--- config.mk ---
export PLATFORM = sky130hd
export DESIGN_NAME = ids_outq
export DESIGN_NICKNAME = d
export VERILOG_FILES = /design/src/rtl/ids_pkg.sv /design/src/rtl/ids_outq.sv
export SDC_FILE = /design/constraint.sdc
export NUM_CORES = 1
export LEC_CHECK = 0
export BUFFER_PORTS_ARGS = -buffer_cell sky130_fd_sc_hd__buf_2
export CAP_MARGIN = 0
export CORE_MARGIN = 2
export CORE_UTILIZATION = 30
export DETAILED_ROUTE_END_ITERATION = 6
export GPL_TIMING_DRIVEN = 1
export SETUP_SLACK_MARGIN = 0.4
export SLEW_MARGIN = 10
export SYNTH_ARGS = -nofsm -noshare
export SYNTH_HDL_FRONTEND = slang
export SYNTH_SLANG_ARGS = --single-unit
--- constraint.sdc ---
create_clock -name clk_i -period 3.4 [get_ports clk_i]
set_input_delay 0 -clock clk_i [delete_from_list [all_inputs] [get_ports clk_i]]
set_output_delay 0 -clock clk_i [all_outputs]
set_load 0.01 [all_outputs]
--- src/rtl/ids_pkg.sv ---
// ids_pkg: shared constants, register codes and stage flag type for the
// isotropic diffusion sweep. No dependencies.
`timescale 1ns / 1ps

package ids_pkg;

  // defaults for the top level parameters
  localparam int MaxWidthDef  = 1024;
  localparam int PixelBitsDef = 16;

  // register and field widths
  localparam int KappaW     = 15;
  localparam int WidthRegW  = 11;
  localparam int HeightRegW = 13;
  localparam int RowW       = 12;
  localparam int ColOutW    = 10;
  localparam int PaddrW     = 4;
  localparam int DataW      = 32;
  localparam int FracBits   = 16;

  // register reset values and limits
  localparam int KappaReset  = 1638;
  localparam int WidthReset  = 1024;
  localparam int HeightReset = 1024;
  localparam int KappaMax    = 16384;
  localparam int MaxHeight   = 4096;
  localparam int MinDim      = 3;

  // result queue depth
  localparam int OutqDepth = 8;

  // register index, taken from paddr[3:2]
  typedef enum logic [1:0] {
    RegKappa  = 2'd0,
    RegWidth  = 2'd1,
    RegHeight = 2'd2
  } reg_idx_e;

  // per-pixel control that travels down the stencil pipeline
  typedef struct packed {
    logic valid;
    logic emit_up;   // pixel one row up is emitted
    logic copy;      // emitted pixel lies on the frame
    logic last_row;
    logic last_col;
  } flags_t;

endpackage

--- src/rtl/ids_outq.sv ---
// ids_outq: result queue that takes up to two beats per cycle and hands out
// one. Depends on ids_pkg for its default depth.
`timescale 1ns / 1ps

module ids_outq #(
  parameter int WIDTH = 40,
  parameter int DEPTH = ids_pkg::OutqDepth
) (
  input  logic                       clk_i,
  input  logic                       rst_ni,
  input  logic                       push0_i,
  input  logic [WIDTH-1:0]           data0_i,
  input  logic                       push1_i,
  input  logic [WIDTH-1:0]           data1_i,
  input  logic                       pop_i,
  output logic                       valid_o,
  output logic [WIDTH-1:0]           data_o,
  output logic [$clog2(DEPTH+1)-1:0] count_o
);

  localparam int PtrW = $clog2(DEPTH);
  localparam int CntW = $clog2(DEPTH + 1);

  function automatic logic [PtrW-1:0] ptr_inc(input logic [PtrW-1:0] p);
    ptr_inc = (p == PtrW'(DEPTH - 1)) ? '0 : p + PtrW'(1);
  endfunction

  logic [WIDTH-1:0] mem_q [DEPTH];
  logic [PtrW-1:0]  wp_q, wp_d, rp_q, rp_d;
  logic [CntW-1:0]  count_q, count_d;
  logic             any_push;
  logic             both_push;
  logic [WIDTH-1:0] first_data;

  assign any_push   = push0_i | push1_i;
  assign both_push  = push0_i & push1_i;
  assign first_data = push0_i ? data0_i : data1_i;

  // pointer and fill count
  always_comb begin
    wp_d = wp_q;
    if (both_push) begin
      wp_d = ptr_inc(ptr_inc(wp_q));
    end else if (any_push) begin
      wp_d = ptr_inc(wp_q);
    end
    rp_d = pop_i ? ptr_inc(rp_q) : rp_q;
    count_d = count_q + CntW'(push0_i) + CntW'(push1_i) - CntW'(pop_i);
  end

  always_ff @(posedge clk_i or negedge rst_ni) begin
    if (!rst_ni) begin
      wp_q    <= '0;
      rp_q    <= '0;
      count_q <= '0;
    end else begin
      wp_q    <= wp_d;
      rp_q    <= rp_d;
      count_q <= count_d;
    end
  end

  // storage
  always_ff @(posedge clk_i) begin
    if (any_push) begin
      mem_q[wp_q] <= first_data;
    end
    if (both_push) begin
      mem_q[ptr_inc(wp_q)] <= data1_i;
    end
  end

  assign valid_o = (count_q != '0);
  assign data_o  = mem_q[rp_q];
  assign count_o = count_q;

endmodule

==> out/qor.yml <==
pin_count: 130
synthArstFlopShare_pct: 3.03
postCtsSetupBuffers: 0
drive_above_1_share_pct: 53.6
outcome: "complete, no violations"
hold-path-cell-count: 3
h-tree-depth: 2
setup_viol: 0
syn_to_final_growth_pct: 19.5
grt_use_total_pct: 15.4
clk_latency_ps: 530
holdCritPathClass: "in2reg"
seq_area_frac_synth_pct: 57.7
gp_congestion: 0.721
antenna_found_initial: 1
synthFlopType: "edfxtp_1"
drtIter0Drc: 655
p_leak_nw: 7.17
yosys_warnings: 0
power_per_cell_area_nw_per_um2: 805
fin_area_sq_um: 20400
hold_end: "mem_q[3][1]"
clock_skew_ps: 13.3
rr_worst_depth: 6
port_buffers: 129
path_cells: "ha_1, ha_1, nand2b_1, nor2_4, buf_4, mux2_2"
yosys.area.top_type: "edfxtp_1"
pwr-share-clk_pct: 22.5
synth_edf_count: 320
num_vias: 9830
clk_pin_slew_worst_paths_ps: 60
slew-limit-headroom_pct: 28.9
post-route-min-period_ps: 2860
grt_start_max_net_pins: 42
wirelength_mm: 45.5
overflow: 0
multiInputGateArea_sq_um: 6930
reg2reg_slack_ps: 540
core_area_sq_um: 56400
p_sw_share_pct: 34.2
tightest_slew_ps: 1060
cts_buffers: 38
syn_nets: 1137
avgSynthCellArea_sq_um: 16.5
peakVddDrop_mv: 0.437
timing.rr.start: "wp_q[0]"
synthTopCellsByArea: "edfxtp_1 56%, mux2_2 23%, mux4_2 11%"
final_core_util_pct: 36.2
hold_buffers: 49
seqPwrFrac_pct: 39.3
grt_pass1_wl_mm: 68.9
cts_root_buffer: "clkbuf_16"
cts_resized: 0
fin_crit_sh_pct: 84.1
dpl_cell_area_sq_um: 18800
critPathBufInv: 1
cp-end-kind: "flip-flop"
drc: 0
seq_area_sq_um: 9870
vias_per_cell: 4.88
timing.final.hold_violations: 0
cap_violations: 0
rsz0062_at_grt: "no"
die_area_sq_um: 58900
fill_cells: 5447
maxSlewViolCount: 0
clock_sinks: 330
cp_common_cell: "ha_1"
syn_inst: 1037
cts_tree: "built"
syn-cell-area_sq_um: 17100
ant_nets: 0
r2r-end: "mem_q[2][32]"
intPower_mw: 10.8
cp-start-kind: "flip-flop"
synth.distinct_cells: 36
yosysTopAreaCellShare_pct: 56.2
die_x_um: 243
ys_seq_elements: 330
switchingPower_mw: 5.63
rows: 87
clock.fmax_mhz: 350
critical_path.startpoint: "wp_q[0]"
required_ps: 3690
holdCritStartpoint: "data0_i[1]"
critPathArrivalTime_ps: 3150
crit_fanout: 11
cp_slowest_cell: "dfrtp_1"
cp_slowest_stage_delay_ps: 540
total_power_mw: 16.5
dp_hpwl_mm: 28.2
die_h_um: 243
finalSetupTns_ps: 0
num_antenna_cells: 0
cpLargestDelayFamily: "simple AND/OR/NAND/NOR gates"
firstDrtPassIters: 6
path_class: "reg2reg"
nNetsFinal: 1333
cts_buffer_depth: 3
start_util_pct: 30.3
comb_power_share_pct: 38.2
grt_pass1_vias: 10621
routedWlPerCell_um: 22.6
-- logic make-up (layout without fill, tap and decap cells) --
logic type	Yosys count	count (layout)	share of synthesized area [%]
mux	443	443	34.4
flops	330	330	57.7
simple gates	149	149	3.56
buf+inv	79	302	2.16
compound gates	17	17	0.769
fa+ha+maj	15	15	1.19
xor+xnor	4	4	0.205
-- per-layer routing --
metal,share of wire (%),vias to the layer above,track usage [%]
li1,-,4485,-
met1,44,5080,20.6
met2,50,211,26.4
met3,4.9,52,2.29
met4,1.4,2,3.41
met5,0.029,-,0
-- cells in the final DEF, fill, tap and decap left out, types with 13 or more instances in the layout --
cell type      Yosys  layout
buf_2             46     128
buf_4              4      42
clkbuf_16          0      38
dlygate4sd3_1      0      49
edfxtp_1         320     320
ha_1              13      13
mux2_1            13      13
mux2_2           349     349
mux4_2            80      80
nand2_1          132     127
-- metrics by stage --
step / hold WS [ps] / setup slack [ps] / cells
finish: 16.4 / 541 / 2016
global route: 27.9 / 401 / 2016
CTS: 0.315 / 544 / 2016
detailed placement: -110 / 529 / 1900
global placement: -109 / 620 / 1900
floorplan: -296 / 579 / 1037
-- power groups by stage --
stage          Clock [mW]  Combinational, mW  Sequential [mW]
2_1_floorplan           0               4.21             6.26
3_3_place_gp            0               6.35             6.54
3_5_place_dp            0               6.38             6.58
4_1_cts              3.78               6.45             6.50
5_1_grt              3.92               6.83             6.60
6_report             3.70               6.28             6.47
-- Yosys cell counts, types with 2 or more instances --
cell	number
fa_1	2
nand4_1	2
xnor2_1	3
edfxtp_1	320
nor3_2	3
mux2_1	13
mux4_2	80
nor2_1	5
clkbuf_1	13
dfrtp_1	10
mux2_2	349
buf_2	46
inv_1	11
nand2_1	132
a21o_1	5
buf_1	5
buf_4	4
a21oi_1	3
nand2b_1	2
ha_1	13
-- state kept, by name, summed over array words and instances (netlist names) --
signal,cells
mem_q,320
count_o,4
rp_q,3
wp_q,3
-- how the worst max path moves through the flow --
stage | end | slack [ps] | cells past startpoint
5_1_grt | mem_q[5][29] | 400 | 6
6_report | mem_q[2][32] | 540 | 6
3_5_place_dp | mem_q[2][32] | 530 | 6
3_3_place_gp | mem_q[5][8] | 620 | 6
2_1_floorplan | mem_q[2][0] | 580 | 7
4_1_cts | mem_q[2][32] | 540 | 6
-- final cells by class --
cell class	instances	share of cell area [%]
Clock inverter	20	0.557
Sequential cell	330	48.3
Timing Repair Buffer	224	7.57
Multi-Input combinational cell	628	33.9
Tap cell	756	4.63
Clock buffer	47	4.82
Inverter	11	0.202
-- tightest hold or removal path: stages --
cell and delay, ps:
buf_2 90, mux2_2 220, mux2_1 140
Note: power is estimated with default switching activity, not from simulation.
