==> src/rtl/ids_pkg.sv <==
// ids_pkg: shared constants, register codes and stage flag type for the
// isotropic diffusion sweep. No dependencies.
`timescale 1ns / 1ps

package ids_pkg;

  // defaults for the top level parameters
  localparam int MaxWidthDef  = 1024;
  localparam int PixelBitsDef = 16;

  // register and field widths
  localparam int KappaW     = 15;
  localparam int WidthRegW  = 11;
  localparam int HeightRegW = 13;
  localparam int RowW       = 12;
  localparam int ColOutW    = 10;
  localparam int PaddrW     = 4;
  localparam int DataW      = 32;
  localparam int FracBits   = 16;

  // register reset values and limits
  localparam int KappaReset  = 1638;
  localparam int WidthReset  = 1024;
  localparam int HeightReset = 1024;
  localparam int KappaMax    = 16384;
  localparam int MaxHeight   = 4096;
  localparam int MinDim      = 3;

  // result queue depth
  localparam int OutqDepth = 8;

  // register index, taken from paddr[3:2]
  typedef enum logic [1:0] {
    RegKappa  = 2'd0,
    RegWidth  = 2'd1,
    RegHeight = 2'd2
  } reg_idx_e;

  // per-pixel control that travels down the stencil pipeline
  typedef struct packed {
    logic valid;
    logic emit_up;   // pixel one row up is emitted
    logic copy;      // emitted pixel lies on the frame
    logic last_row;
    logic last_col;
  } flags_t;

endpackage

==> src/rtl/ids_stencil.sv <==
// ids_stencil: line store read stage, five-point stencil multiply and
// rounding/saturation stage. Depends on ids_pkg.
`timescale 1ns / 1ps

module ids_stencil #(
  parameter int PIXEL_BITS = ids_pkg::PixelBitsDef,
  parameter int ADDR_W     = 10
) (
  input  logic                                   clk_i,
  input  logic                                   rst_ni,
  input  ids_pkg::flags_t                        a_flags_i,
  input  logic [PIXEL_BITS-1:0]                  a_pix_i,
  input  logic [ids_pkg::RowW-1:0]               a_row_i,
  input  logic [ADDR_W-1:0]                      a_col_i,
  input  logic [ids_pkg::KappaW-1:0]             kappa_i,
  input  logic [PIXEL_BITS-1:0]                  one_rdata_i,
  input  logic [PIXEL_BITS-1:0]                  two_rdata_i,
  output logic                                   wr_en_o,
  output logic [ADDR_W-1:0]                      wr_addr_o,
  output logic [PIXEL_BITS-1:0]                  one_wdata_o,
  output logic [PIXEL_BITS-1:0]                  two_wdata_o,
  output logic [1:0]                             inflight_o,
  output logic                                   push0_o,
  output logic [PIXEL_BITS+ids_pkg::RowW+ids_pkg::ColOutW+1:0] data0_o,
  output logic                                   push1_o,
  output logic [PIXEL_BITS+ids_pkg::RowW+ids_pkg::ColOutW+1:0] data1_o
);

  localparam int SumW = PIXEL_BITS + 2;
  localparam int LapW = PIXEL_BITS + 3;
  localparam int PrdW = LapW + ids_pkg::KappaW + 1;
  localparam int TW   = PIXEL_BITS + ids_pkg::FracBits + 4;
  localparam logic [TW-1:0] Half = TW'(1) << (ids_pkg::FracBits - 1);

  // read stage registers
  ids_pkg::flags_t          b_flags_q;
  logic [PIXEL_BITS-1:0]    b_pix_q;
  logic [ids_pkg::RowW-1:0] b_row_q;
  logic [ADDR_W-1:0]        b_col_q;

  // sliding window: centre is the last right read, left the last centre
  logic [PIXEL_BITS-1:0]    centre_q;
  logic [PIXEL_BITS-1:0]    left_q;

  // write of the previous cycle, for same-entry forwarding
  logic                     wr_v_q;
  logic [ADDR_W-1:0]        wr_addr_q;
  logic [PIXEL_BITS-1:0]    wr_one_q;
  logic [PIXEL_BITS-1:0]    wr_two_q;

  // rounding stage registers
  ids_pkg::flags_t          c_flags_q;
  logic [PIXEL_BITS-1:0]    c_pix_q;
  logic [ids_pkg::RowW-1:0] c_row_q;
  logic [ADDR_W-1:0]        c_col_q;
  logic [PIXEL_BITS-1:0]    c_centre_q;
  logic signed [PrdW-1:0]   c_prod_q;

  logic [ADDR_W-1:0]        b_raddr;
  logic [PIXEL_BITS-1:0]    right;
  logic [PIXEL_BITS-1:0]    up;
  logic [SumW-1:0]          sum4;
  logic signed [LapW-1:0]   lap;
  logic signed [PrdW-1:0]   prod;
  logic [TW-1:0]            t_sum;
  logic [PIXEL_BITS-1:0]    smooth;
  logic [PIXEL_BITS-1:0]    res;
  logic [ids_pkg::ColOutW-1:0] c_col_out;

  // right neighbour address as issued at accept time
  assign b_raddr = b_flags_q.last_col ? '0 : b_col_q + ADDR_W'(1);

  // forward when the read hit the entry written at the same edge
  assign right = (wr_v_q && (wr_addr_q == b_raddr)) ? wr_one_q : one_rdata_i;
  assign up    = (wr_v_q && (wr_addr_q == b_col_q)) ? wr_two_q : two_rdata_i;

  // laplacian and weight
  assign sum4 = SumW'(up) + SumW'(b_pix_q) + SumW'(left_q) + SumW'(right);
  assign lap  = $signed({1'b0, sum4}) - $signed({1'b0, centre_q, 2'b00});
  assign prod = $signed({1'b0, kappa_i}) * lap;

  // line store write back
  assign wr_en_o     = b_flags_q.valid;
  assign wr_addr_o   = b_col_q;
  assign one_wdata_o = b_pix_q;
  assign two_wdata_o = centre_q;

  // pipeline control
  always_ff @(posedge clk_i or negedge rst_ni) begin
    if (!rst_ni) begin
      b_flags_q <= '0;
      c_flags_q <= '0;
      wr_v_q    <= 1'b0;
    end else begin
      b_flags_q <= a_flags_i;
      c_flags_q <= b_flags_q;
      wr_v_q    <= b_flags_q.valid;
    end
  end

  // pipeline payload
  always_ff @(posedge clk_i) begin
    b_pix_q    <= a_pix_i;
    b_row_q    <= a_row_i;
    b_col_q    <= a_col_i;
    wr_addr_q  <= b_col_q;
    wr_one_q   <= b_pix_q;
    wr_two_q   <= centre_q;
    c_pix_q    <= b_pix_q;
    c_row_q    <= b_row_q;
    c_col_q    <= b_col_q;
    c_centre_q <= centre_q;
    c_prod_q   <= prod;
    if (b_flags_q.valid) begin
      centre_q <= right;
      left_q   <= centre_q;
    end
  end

  // round half up and saturate
  always_comb begin
    t_sum = {4'b0000, c_centre_q, {ids_pkg::FracBits{1'b0}}}
          + {{(TW - PrdW){c_prod_q[PrdW-1]}}, c_prod_q} + Half;
    if (t_sum[TW-1]) begin
      smooth = '0;
    end else if (|t_sum[TW-2:PIXEL_BITS+ids_pkg::FracBits]) begin
      smooth = '1;
    end else begin
      smooth = t_sum[PIXEL_BITS+ids_pkg::FracBits-1:ids_pkg::FracBits];
    end
    res = c_flags_q.copy ? c_centre_q : smooth;
  end

  // result beats: pixel one row up, then the arriving pixel on the last row
  assign c_col_out = ids_pkg::ColOutW'(c_col_q);
  assign push0_o = c_flags_q.valid & c_flags_q.emit_up;
  assign data0_o = {res, ids_pkg::RowW'(c_row_q - ids_pkg::RowW'(1)), c_col_out,
                    ~c_flags_q.last_row, 1'b0};
  assign push1_o = c_flags_q.valid & c_flags_q.last_row;
  assign data1_o = {c_pix_q, c_row_q, c_col_out, 1'b1, c_flags_q.last_col};

  assign inflight_o = {1'b0, b_flags_q.valid} + {1'b0, c_flags_q.valid};

endmodule

==> config.mk <==
export PLATFORM = sky130hd
export DESIGN_NAME = ids_stencil
export DESIGN_NICKNAME = d
export VERILOG_FILES = /design/src/rtl/ids_pkg.sv /design/src/rtl/ids_stencil.sv
export SDC_FILE = /design/constraint.sdc
export NUM_CORES = 1
export LEC_CHECK = 0
export ABC_AREA = 1
export BUFFER_PORTS_ARGS = -buffer_cell sky130_fd_sc_hd__buf_2
export CORE_MARGIN = 10
export CORE_UTILIZATION = 25
export CTS_BUF_LIST = sky130_fd_sc_hd__clkbuf_2 sky130_fd_sc_hd__clkbuf_4 sky130_fd_sc_hd__clkbuf_8
export DETAILED_ROUTE_END_ITERATION = 10
export PLACE_DENSITY = 0.43
export SYNTH_ARGS = -nofsm -noshare
export SYNTH_HDL_FRONTEND = slang
export SYNTH_SLANG_ARGS = --single-unit
==> constraint.sdc <==
create_clock -name clk_i -period 10.6 [get_ports clk_i]
set_clock_uncertainty 0.05 [all_clocks]
set_input_delay 1.59 -clock clk_i [delete_from_list [all_inputs] [get_ports clk_i]]
set_output_delay 1.59 -clock clk_i [all_outputs]
set_load 0.01 [all_outputs]
==> out/metrics.csv, run 1 <==
stage,metric,value,unit
outcome,status,"finished, final reports clean",
timing,final hold violations,0,
cells_and_area,# diodes,0,
timing,Peak Freq,99.43,MHz
route,drt initial violations,784,
route,Post-Route WL,65020,µm
yosys,Seq cells post-synth,154,
floorplanning,Core Area,77850,µm²
yosys,Synth Flop Type,dfxtp_1,
worst_setup_path,Worst path slowest cell,fa_1,
worst_setup_path,r2r startpoint,wr_addr_o[1]$_DFF_P_,
cells_and_area,layout cells sized above 1,15.53,%
min_path,Min-Delay Path Class,flop to flop,
global_route,largest net degree at the start of global routing,36,
timing,Rel. slew slack,45.83,%
clocking,root buffer cell,clkbuf_8,
worst_setup_path,"critical path fanouts, max",7,
floorplanning,num ports,219,
route,DR WL/cell,17.48,µm
route,Final ANT Viol Nets,0,
timing,crit path time final,10.06,ns
clocking,clk sinks,154,
route,DRC Markers,0,
worst_setup_path,r2r endpoint,c_prod_q[34]$_DFF_P_,
cells_and_area,Final nets,3209,
timing,Pins Over Slew Limit,0,
yosys,Post-Syn Nets,2980,
floorplanning,Die H,300.9,µm
worst_setup_path,Worst Path Buf+Inv,10,
worst_setup_path,R2R cell count,44,
timing,Slew @ Worst Pin,0.8117,ns
yosys,post-synth cell types,54,
floorplanning,Initial Util,25.33,%
worst_setup_path,startpoint types,flop,
clocking,CTS Buf Count,17,
min_path,hold depth,0,
yosys,synthesis warning total,0,
worst_setup_path,Crit path largest cell delay,0.67,ns
cells_and_area,area delta synth->final,15.49,%
worst_setup_path,Worst EP required,10.93,ns
yosys,"Seq/Total Area, Yosys",17.51,%
yosys,Post-synth EDFFs,32,
global_route,Tot GR Track Use,14.38,%
place,port bufs,216,
cells_and_area,"most common cell after layout, fill and taps aside",inv_1,
route,Pre-antenna DRT Iters,5,
min_path,hold_sp,b_row_q[5]$_DFF_P_,
worst_setup_path,worst path arrival time,10.39,ns
global_route,initial antenna violation count,0,
global_route,wire length of the first global-routing pass,101000,µm
place,Placer Congestion,0.9020,
clocking,H-tree levels,4,
clocking,CTS tree,done,
clocking,"CTS clk-pin slew, worst paths",0.10,ns
place,Post-DP HPWL,56130,µm
timing,hold_ws,0.2799,ns
clocking,clock tree buffer depth,2,
global_route,vias in the first global route,17410,
floorplanning,Chip Width,300.9,µm
yosys,Synth Instances,2437,
floorplanning,Core Rows,102,
worst_setup_path,CP Capture Type,flop,
route,vias per inst,4.336,
timing,Setup-failing EPs final,0,
min_path,hold endpoint,c_row_q[5]$_DFF_P_,
timing,Final Cycle Share,94.88,%
cells_and_area,"commonest non-fill, non-tap cells in the layout","inv_1 (585), nand2_1 (490), fa_1 (322), buf_2 (216), nor2_1 (184)",
clocking,worst-skew pair later-pin latency,0.49,ns
global_route,gr ovfl total,0,
route,total number of vias,16130,
worst_setup_path,R2R Setup Slk,0.54,ns
yosys,Async SR Flop Fraction,6.494,%
timing,RSZ-0062 raised after global routing,yes,
yosys,Mapped Area,19720,µm²
floorplanning,die area,90530,µm²
job,Max Cap Viol,0,
yosys,mean post-synth cell area,8.093,µm²
worst_setup_path,CP Class,flop to flop,
clocking,hold buffer count at CTS,0,
worst_setup_path,critical path's top delay family,adder cells,
==> area by class of cell <==
| class | count | area [µm²] |
|---|---|---|
| Clock inverter | 14 | 151.4 |
| Fill cell | 8489 | 55070 |
| Inverter | 624 | 2350 |
| Clock buffer | 18 | 241.5 |
| Multi-Input combinational cell | 1597 | 13740 |
| Tap cell | 1040 | 1301 |
| Timing Repair Buffer | 272 | 1539 |
| Sequential cell | 154 | 3455 |
==> through the flow <==
| stage | TNS (ns) | std cells | util, % | setup slack (ns) | cell area (µm²) |
|---|---|---|---|---|---|
| finish | 0 | 3719 | 29.26 | 0.5422 | 22780 |
| global route | -0.1018 | 3719 | 29.26 | -0.08501 | 22780 |
| CTS | 0 | 3703 | 28.87 | 0.00004530 | 22480 |
| detailed placement | 0 | 3671 | 28.37 | 0.06365 | 22080 |
| global placement | 0 | 3671 | 28.37 | 0.1121 | 22080 |
| floorplan | 0 | 2437 | - | 1.213 | 19720 |
==> layer usage <==
layer,vias up,GRT usage (%),part of all wire (%),wire [µm]
met2,331,26.14,51,33260
met5,-,0,0,0
met1,8030,17.32,43,27820
met4,0,3.720,2.2,1415
met3,54,2.300,3.9,2517
li1,7712,-,-,-
==> state kept, by name, summed over array words and instances (netlist names) <==
| signal | cells |
|---|---|
| left_q | 16 |
| c_row_q | 12 |
| wr_en_o | 1 |
| c_prod_q | 20 |
| two_wdata_o | 16 |
| c_centre_q | 16 |
| wr_addr_o | 10 |
| one_wdata_o | 16 |
| data1_o | 1 |
| b_row_q | 12 |
| c_pix_q | 16 |
| b_flags_q | 4 |
| c_flags_q | 4 |
| c_col_out | 10 |
==> cell families (layout without fill, tap and decap cells) <==
logic type | after synthesis | count (layout) | share of synthesized area [%]
AND/OR/NAND/NOR | 918 | 919 | 20.09
buffers and inverters | 687 | 928 | 13.61
adder cells (fa/ha/maj) | 451 | 451 | 40.91
flip-flops | 154 | 154 | 17.51
AO/OA/AOI/OAI | 151 | 151 | 4.352
XOR/XNOR | 59 | 59 | 2.734
multiplexers | 15 | 15 | 0.7613
other | 2 | 2 | 0.03808
==> Yosys cell counts (32+ instances only) <==
master    count  area (µm²)
clkbuf_1     33       123.9
nor2_1      190       713.2
nand4_1      36       225.2
o21ai_0      39       195.2
inv_1       586        2200
ha_1        128        1602
dfxtp_1     112        2242
inv_2        32       120.1
nand2_1     494        1854
fa_1        323        6466
a21oi_1      66       330.3
edfxtp_1     32       960.9
nand3_1     115       575.6
==> worst max path at each step <==
stage                                      end  cells past startpoint  slack (ns)            startpoint
after floorplan           c_prod_q[34]$_DFF_P_                     50        1.21  wr_addr_o[1]$_DFF_P_
after global placement    c_prod_q[34]$_DFF_P_                     42        0.11  wr_addr_o[1]$_DFF_P_
after detailed placement  c_prod_q[34]$_DFF_P_                     43        0.06  wr_addr_o[1]$_DFF_P_
after CTS                 c_prod_q[34]$_DFF_P_                     43     0.00005  wr_addr_o[1]$_DFF_P_
after global routing      c_prod_q[34]$_DFF_P_                     44       -0.09  wr_addr_o[1]$_DFF_P_
final                     c_prod_q[34]$_DFF_P_                     44        0.54  wr_addr_o[1]$_DFF_P_
==> repair_timing <==
| item | CTS | global route |
|---|---|---|
| resized for setup | 0 | 37 |
| endpoints found under the setup margin | 0 | 20 |
| setup buffers | 0 | 15 |
Power of run 1 is left out: the tool's default activity adds up to more than one toggle a clock period on the data nets, which glitch-free logic cannot reach.
==> inputs of run 2 (changes only) <==
--- a/config.mk
+++ b/config.mk
@@ -5,11 +5,10 @@
 export SDC_FILE = /design/constraint.sdc
 export NUM_CORES = 1
 export LEC_CHECK = 0
-export ABC_AREA = 1
 export BUFFER_PORTS_ARGS = -buffer_cell sky130_fd_sc_hd__buf_2
-export CORE_MARGIN = 10
 export CORE_UTILIZATION = 25
 export CTS_BUF_LIST = sky130_fd_sc_hd__clkbuf_2 sky130_fd_sc_hd__clkbuf_4 sky130_fd_sc_hd__clkbuf_8
+export CTS_CLUSTER_SIZE = 12
 export DETAILED_ROUTE_END_ITERATION = 10
 export PLACE_DENSITY = 0.43
 export SYNTH_ARGS = -nofsm -noshare
==> run 2 against run 1 <==
  * Critical path depth up 4
  * Worst hold slack worse by 0.0061 ns
  * Register-to-register slack got worse by 0.48 ns
  * Synthesized cell count fell by 26%
  * Synthesized area decreased by 8.9%
  * Via count down 19%
  * Routed wire length down 23%
  * Global-route usage shrank 0.26 points
  * Final cell count shrank 16%
  * Cell area shrank 1.1%
  * Sequential share of layout area grew 0.19 points
  * Maximum frequency shrank 4.6%
  * Highest routed layer is now met5
==> out/metrics.csv, run 2 <==
stage,metric,value,unit,change
outcome,status,"finished, final reports clean",,
cells_and_area,Largest register FFs,20,,unchanged
cells_and_area,"commonest non-fill, non-tap cells in the layout","inv_1 (396), fa_1 (318), buf_2 (216), buf_4 (181), nand2_1 (172)",,
yosys,mean post-synth cell area,9.956,µm²,+23%
route,DR WL/cell,16.10,µm,-7.9%
clocking,CTS tree,done,,
clocking,H-tree levels,4,,unchanged
yosys,leading area contributor after synthesis,fa_1,,
job,Max Cap Viol,0,,unchanged
worst_setup_path,worst path arrival time,10.86,ns,+0.47 ns
worst_setup_path,Crit path largest cell delay,0.55,ns,-0.12 ns
yosys,Seq cells post-synth,154,,unchanged
place,Placer Congestion,0.8244,,-8.6%
cells_and_area,final core occ,31.90,%,+2.6 points
yosys,post-synth cell types,69,,+28%
min_path,Min-Delay Path Class,flop to flop,,
cells_and_area,# diodes,0,,unchanged
route,DRC Markers,0,,unchanged
cells_and_area,register area,3461,µm²,+0.18%
route,drt initial violations,581,,-26%
global_route,largest net degree at the start of global routing,36,,unchanged
floorplanning,die area,72950,µm²,-19%
yosys,top-area cell type share of the netlist area,35.98,%,+3.2 points
clocking,CTS Buf Count,17,,unchanged
yosys,Synth area leaders,"fa_1 (36%), dfxtp_1 (12%), ha_1 (8.9%)",,
worst_setup_path,Worst EP required,10.92,ns,about the same
worst_setup_path,"critical path fanouts, max",5,,-2
worst_setup_path,R2R Setup Slk,0.06,ns,-0.48 ns
route,total number of vias,13120,,-19%
timing,setup tns final,0,ns,unchanged
floorplanning,Core Rows,97,,-4.9%
cells_and_area,Final nets,2707,,-16%
clocking,clock tree buffer depth,2,,unchanged
yosys,Async SR Flop Fraction,6.494,%,unchanged
clocking,clk sinks,154,,unchanged
place,port bufs,216,,unchanged
place,Post-DP HPWL,42190,µm,-25%
floorplanning,num ports,219,,unchanged
cells_and_area,"most common cell after layout, fill and taps aside",inv_1,,
cells_and_area,Final Instance Area,22530,µm²,-1.1%
min_path,hold depth,0,,unchanged
yosys,most frequent cell after synthesis,inv_1,,
timing,final hold violations,0,,unchanged
yosys,Mapped Area,17970,µm²,-8.9%
worst_setup_path,CP Class,flop to flop,,
worst_setup_path,Most common cell on crit path,fa_1,,
cells_and_area,Layout fillers,7453,,-12%
cells_and_area,area of the multi-input gates,13210,µm²,-3.9%
worst_setup_path,CP Capture Type,flop,,
route,Final ANT Viol Nets,0,,unchanged
global_route,gr ovfl total,0,,unchanged
worst_setup_path,r2r startpoint,wr_addr_o[5]$_DFF_P_,,
floorplanning,Initial Util,25.44,%,+0.11 points
floorplanning,Chip Width,270.1,µm,-10%
worst_setup_path,Worst path slowest cell,fa_1,,
route,vias per inst,4.209,,-2.9%
min_path,hold endpoint,c_row_q[4]$_DFF_P_,,
global_route,wire length of the first global-routing pass,80980,µm,-20%
global_route,initial antenna violation count,3,,+3
clocking,hold buffer count at CTS,0,,unchanged
floorplanning,Core Area,70640,µm²,-9.3%
worst_setup_path,R2R cell count,48,,+9.1%
timing,Final Cycle Share,99.43,%,+4.5 points
clocking,"CTS clk-pin slew, worst paths",0.11,ns,about the same
global_route,Tot GR Track Use,14.12,%,-0.26 points
worst_setup_path,r2r endpoint,c_prod_q[34]$_DFF_P_,,
cells_and_area,largest reg by FF count,c_prod_q,,
yosys,"Seq/Total Area, Yosys",19.22,%,+1.7 points
timing,RSZ-0062 raised after global routing,yes,,
timing,crit path time final,10.54,ns,+0.4819 ns
yosys,Post-synth EDFFs,32,,unchanged
timing,hold_ws,0.2738,ns,-0.006146 ns
route,Post-Route WL,50170,µm,-23%
floorplanning,Die H,270.1,µm,-10%
cells_and_area,area delta synth->final,25.40,%,
min_path,hold_sp,b_row_q[4]$_DFF_P_,,
timing,Rel. slew slack,36.28,%,-9.6 points
yosys,Post-Syn Nets,2348,,-21%
global_route,vias in the first global route,14430,,-17%
place,placement-stage cell area,21260,µm²,-3.7%
yosys,Synth Flop Type,dfxtp_1,,
clocking,root buffer cell,clkbuf_8,,
clocking,worst-skew pair later-pin latency,0.49,ns,about the same
worst_setup_path,startpoint types,flop,,
timing,Peak Freq,94.88,MHz,-4.6%
route,Pre-antenna DRT Iters,5,,unchanged
yosys,Post-synth top cells,"inv_1 (408), fa_1 (323), nand2_1 (180)",,
timing,Setup-failing EPs final,0,,unchanged
yosys,Synth Instances,1805,,-26%
yosys,synthesis warning total,0,,unchanged
timing,Slew @ Worst Pin,0.9558,ns,+0.1442 ns
timing,Pins Over Slew Limit,0,,unchanged
cells_and_area,layout cells sized above 1,26.09,%,+11 points
run 2: critical path, delay by kind of cell, from the launching register on:
kind,cells,cell delay [ns]
AO/OA/AOI/OAI,14,2.09
AND/OR/NAND/NOR,8,1.33
buffers and inverters,12,1.36
multiplexers,1,0.26
flip-flops,1,0.34
adder cells (fa/ha/maj),10,4.58
XOR/XNOR,3,0.43
run 2: per-layer routing:
layer,track usage (%),vias to the layer above,part of all wire (%)
li1,-,6219,-
met1,18.22,6653,44
met2,25.34,203,52
met3,1.600,42,3.2
met4,2.632,2,1.1
met5,0,-,0.026
run 2: worst max-delay path by stage:
| stage | end | start | depth (start not counted) | slack, ns |
|---|---|---|---|---|
| 2_1_floorplan | c_prod_q[33]$_DFF_P_ | wr_addr_o[2]$_DFF_P_ | 47 | -0.02 |
| 3_3_place_gp | c_prod_q[33]$_DFF_P_ | wr_addr_o[3]$_DFF_P_ | 43 | -0.38 |
| 3_5_place_dp | c_prod_q[33]$_DFF_P_ | wr_addr_o[3]$_DFF_P_ | 45 | -0.64 |
| 4_1_cts | c_prod_q[34]$_DFF_P_ | wr_addr_o[5]$_DFF_P_ | 47 | -0.02 |
| 5_1_grt | c_prod_q[34]$_DFF_P_ | wr_addr_o[5]$_DFF_P_ | 49 | -0.52 |
| 6_report | c_prod_q[34]$_DFF_P_ | wr_addr_o[5]$_DFF_P_ | 48 | 0.06 |
run 2: cells by family after synthesis:
logic type | Yosys count | share of synthesized area, %
and+or+nand+nor | 416 | 11.70
buffers and inverters | 485 | 10.58
other | 2 | 0.04179
muxes | 46 | 2.681
AOI/OAI and AO/OA | 149 | 5.870
xor gates and xnor gates | 96 | 4.679
DFF | 154 | 19.22
adders and majority gates | 457 | 45.23
run 2: what timing repair did:
item                                   4_1_cts  5_1_grt
pin swaps                                   61       49
setup endpoints to repair                   15       17
endpoints found under the hold margin        0        0
setup buffers                               11       13
resized for setup                           73       67
run 2: stage by stage:
| step | instances | worst slack, ns |
|---|---|---|
| 6_report | 3117 | 0.06032 |
| 3_5_place_dp | 3061 | -0.6372 |
| 3_3_place_gp | 3061 | -0.3758 |
| 2_1_floorplan | 1805 | -0.01953 |
| 5_1_grt | 3117 | -0.5158 |
| 4_1_cts | 3104 | -0.02422 |
run 2: area by class of cell:
class	count	area share (%)
clock inverters	15	0.8495
repair buffers	416	12.10
multi-input cells	1166	58.62
clock buffers	17	1.038
well taps	940	5.219
inverters	409	6.813
flip-flops and latches	154	15.36
Power of run 2 is left out for the same reason.
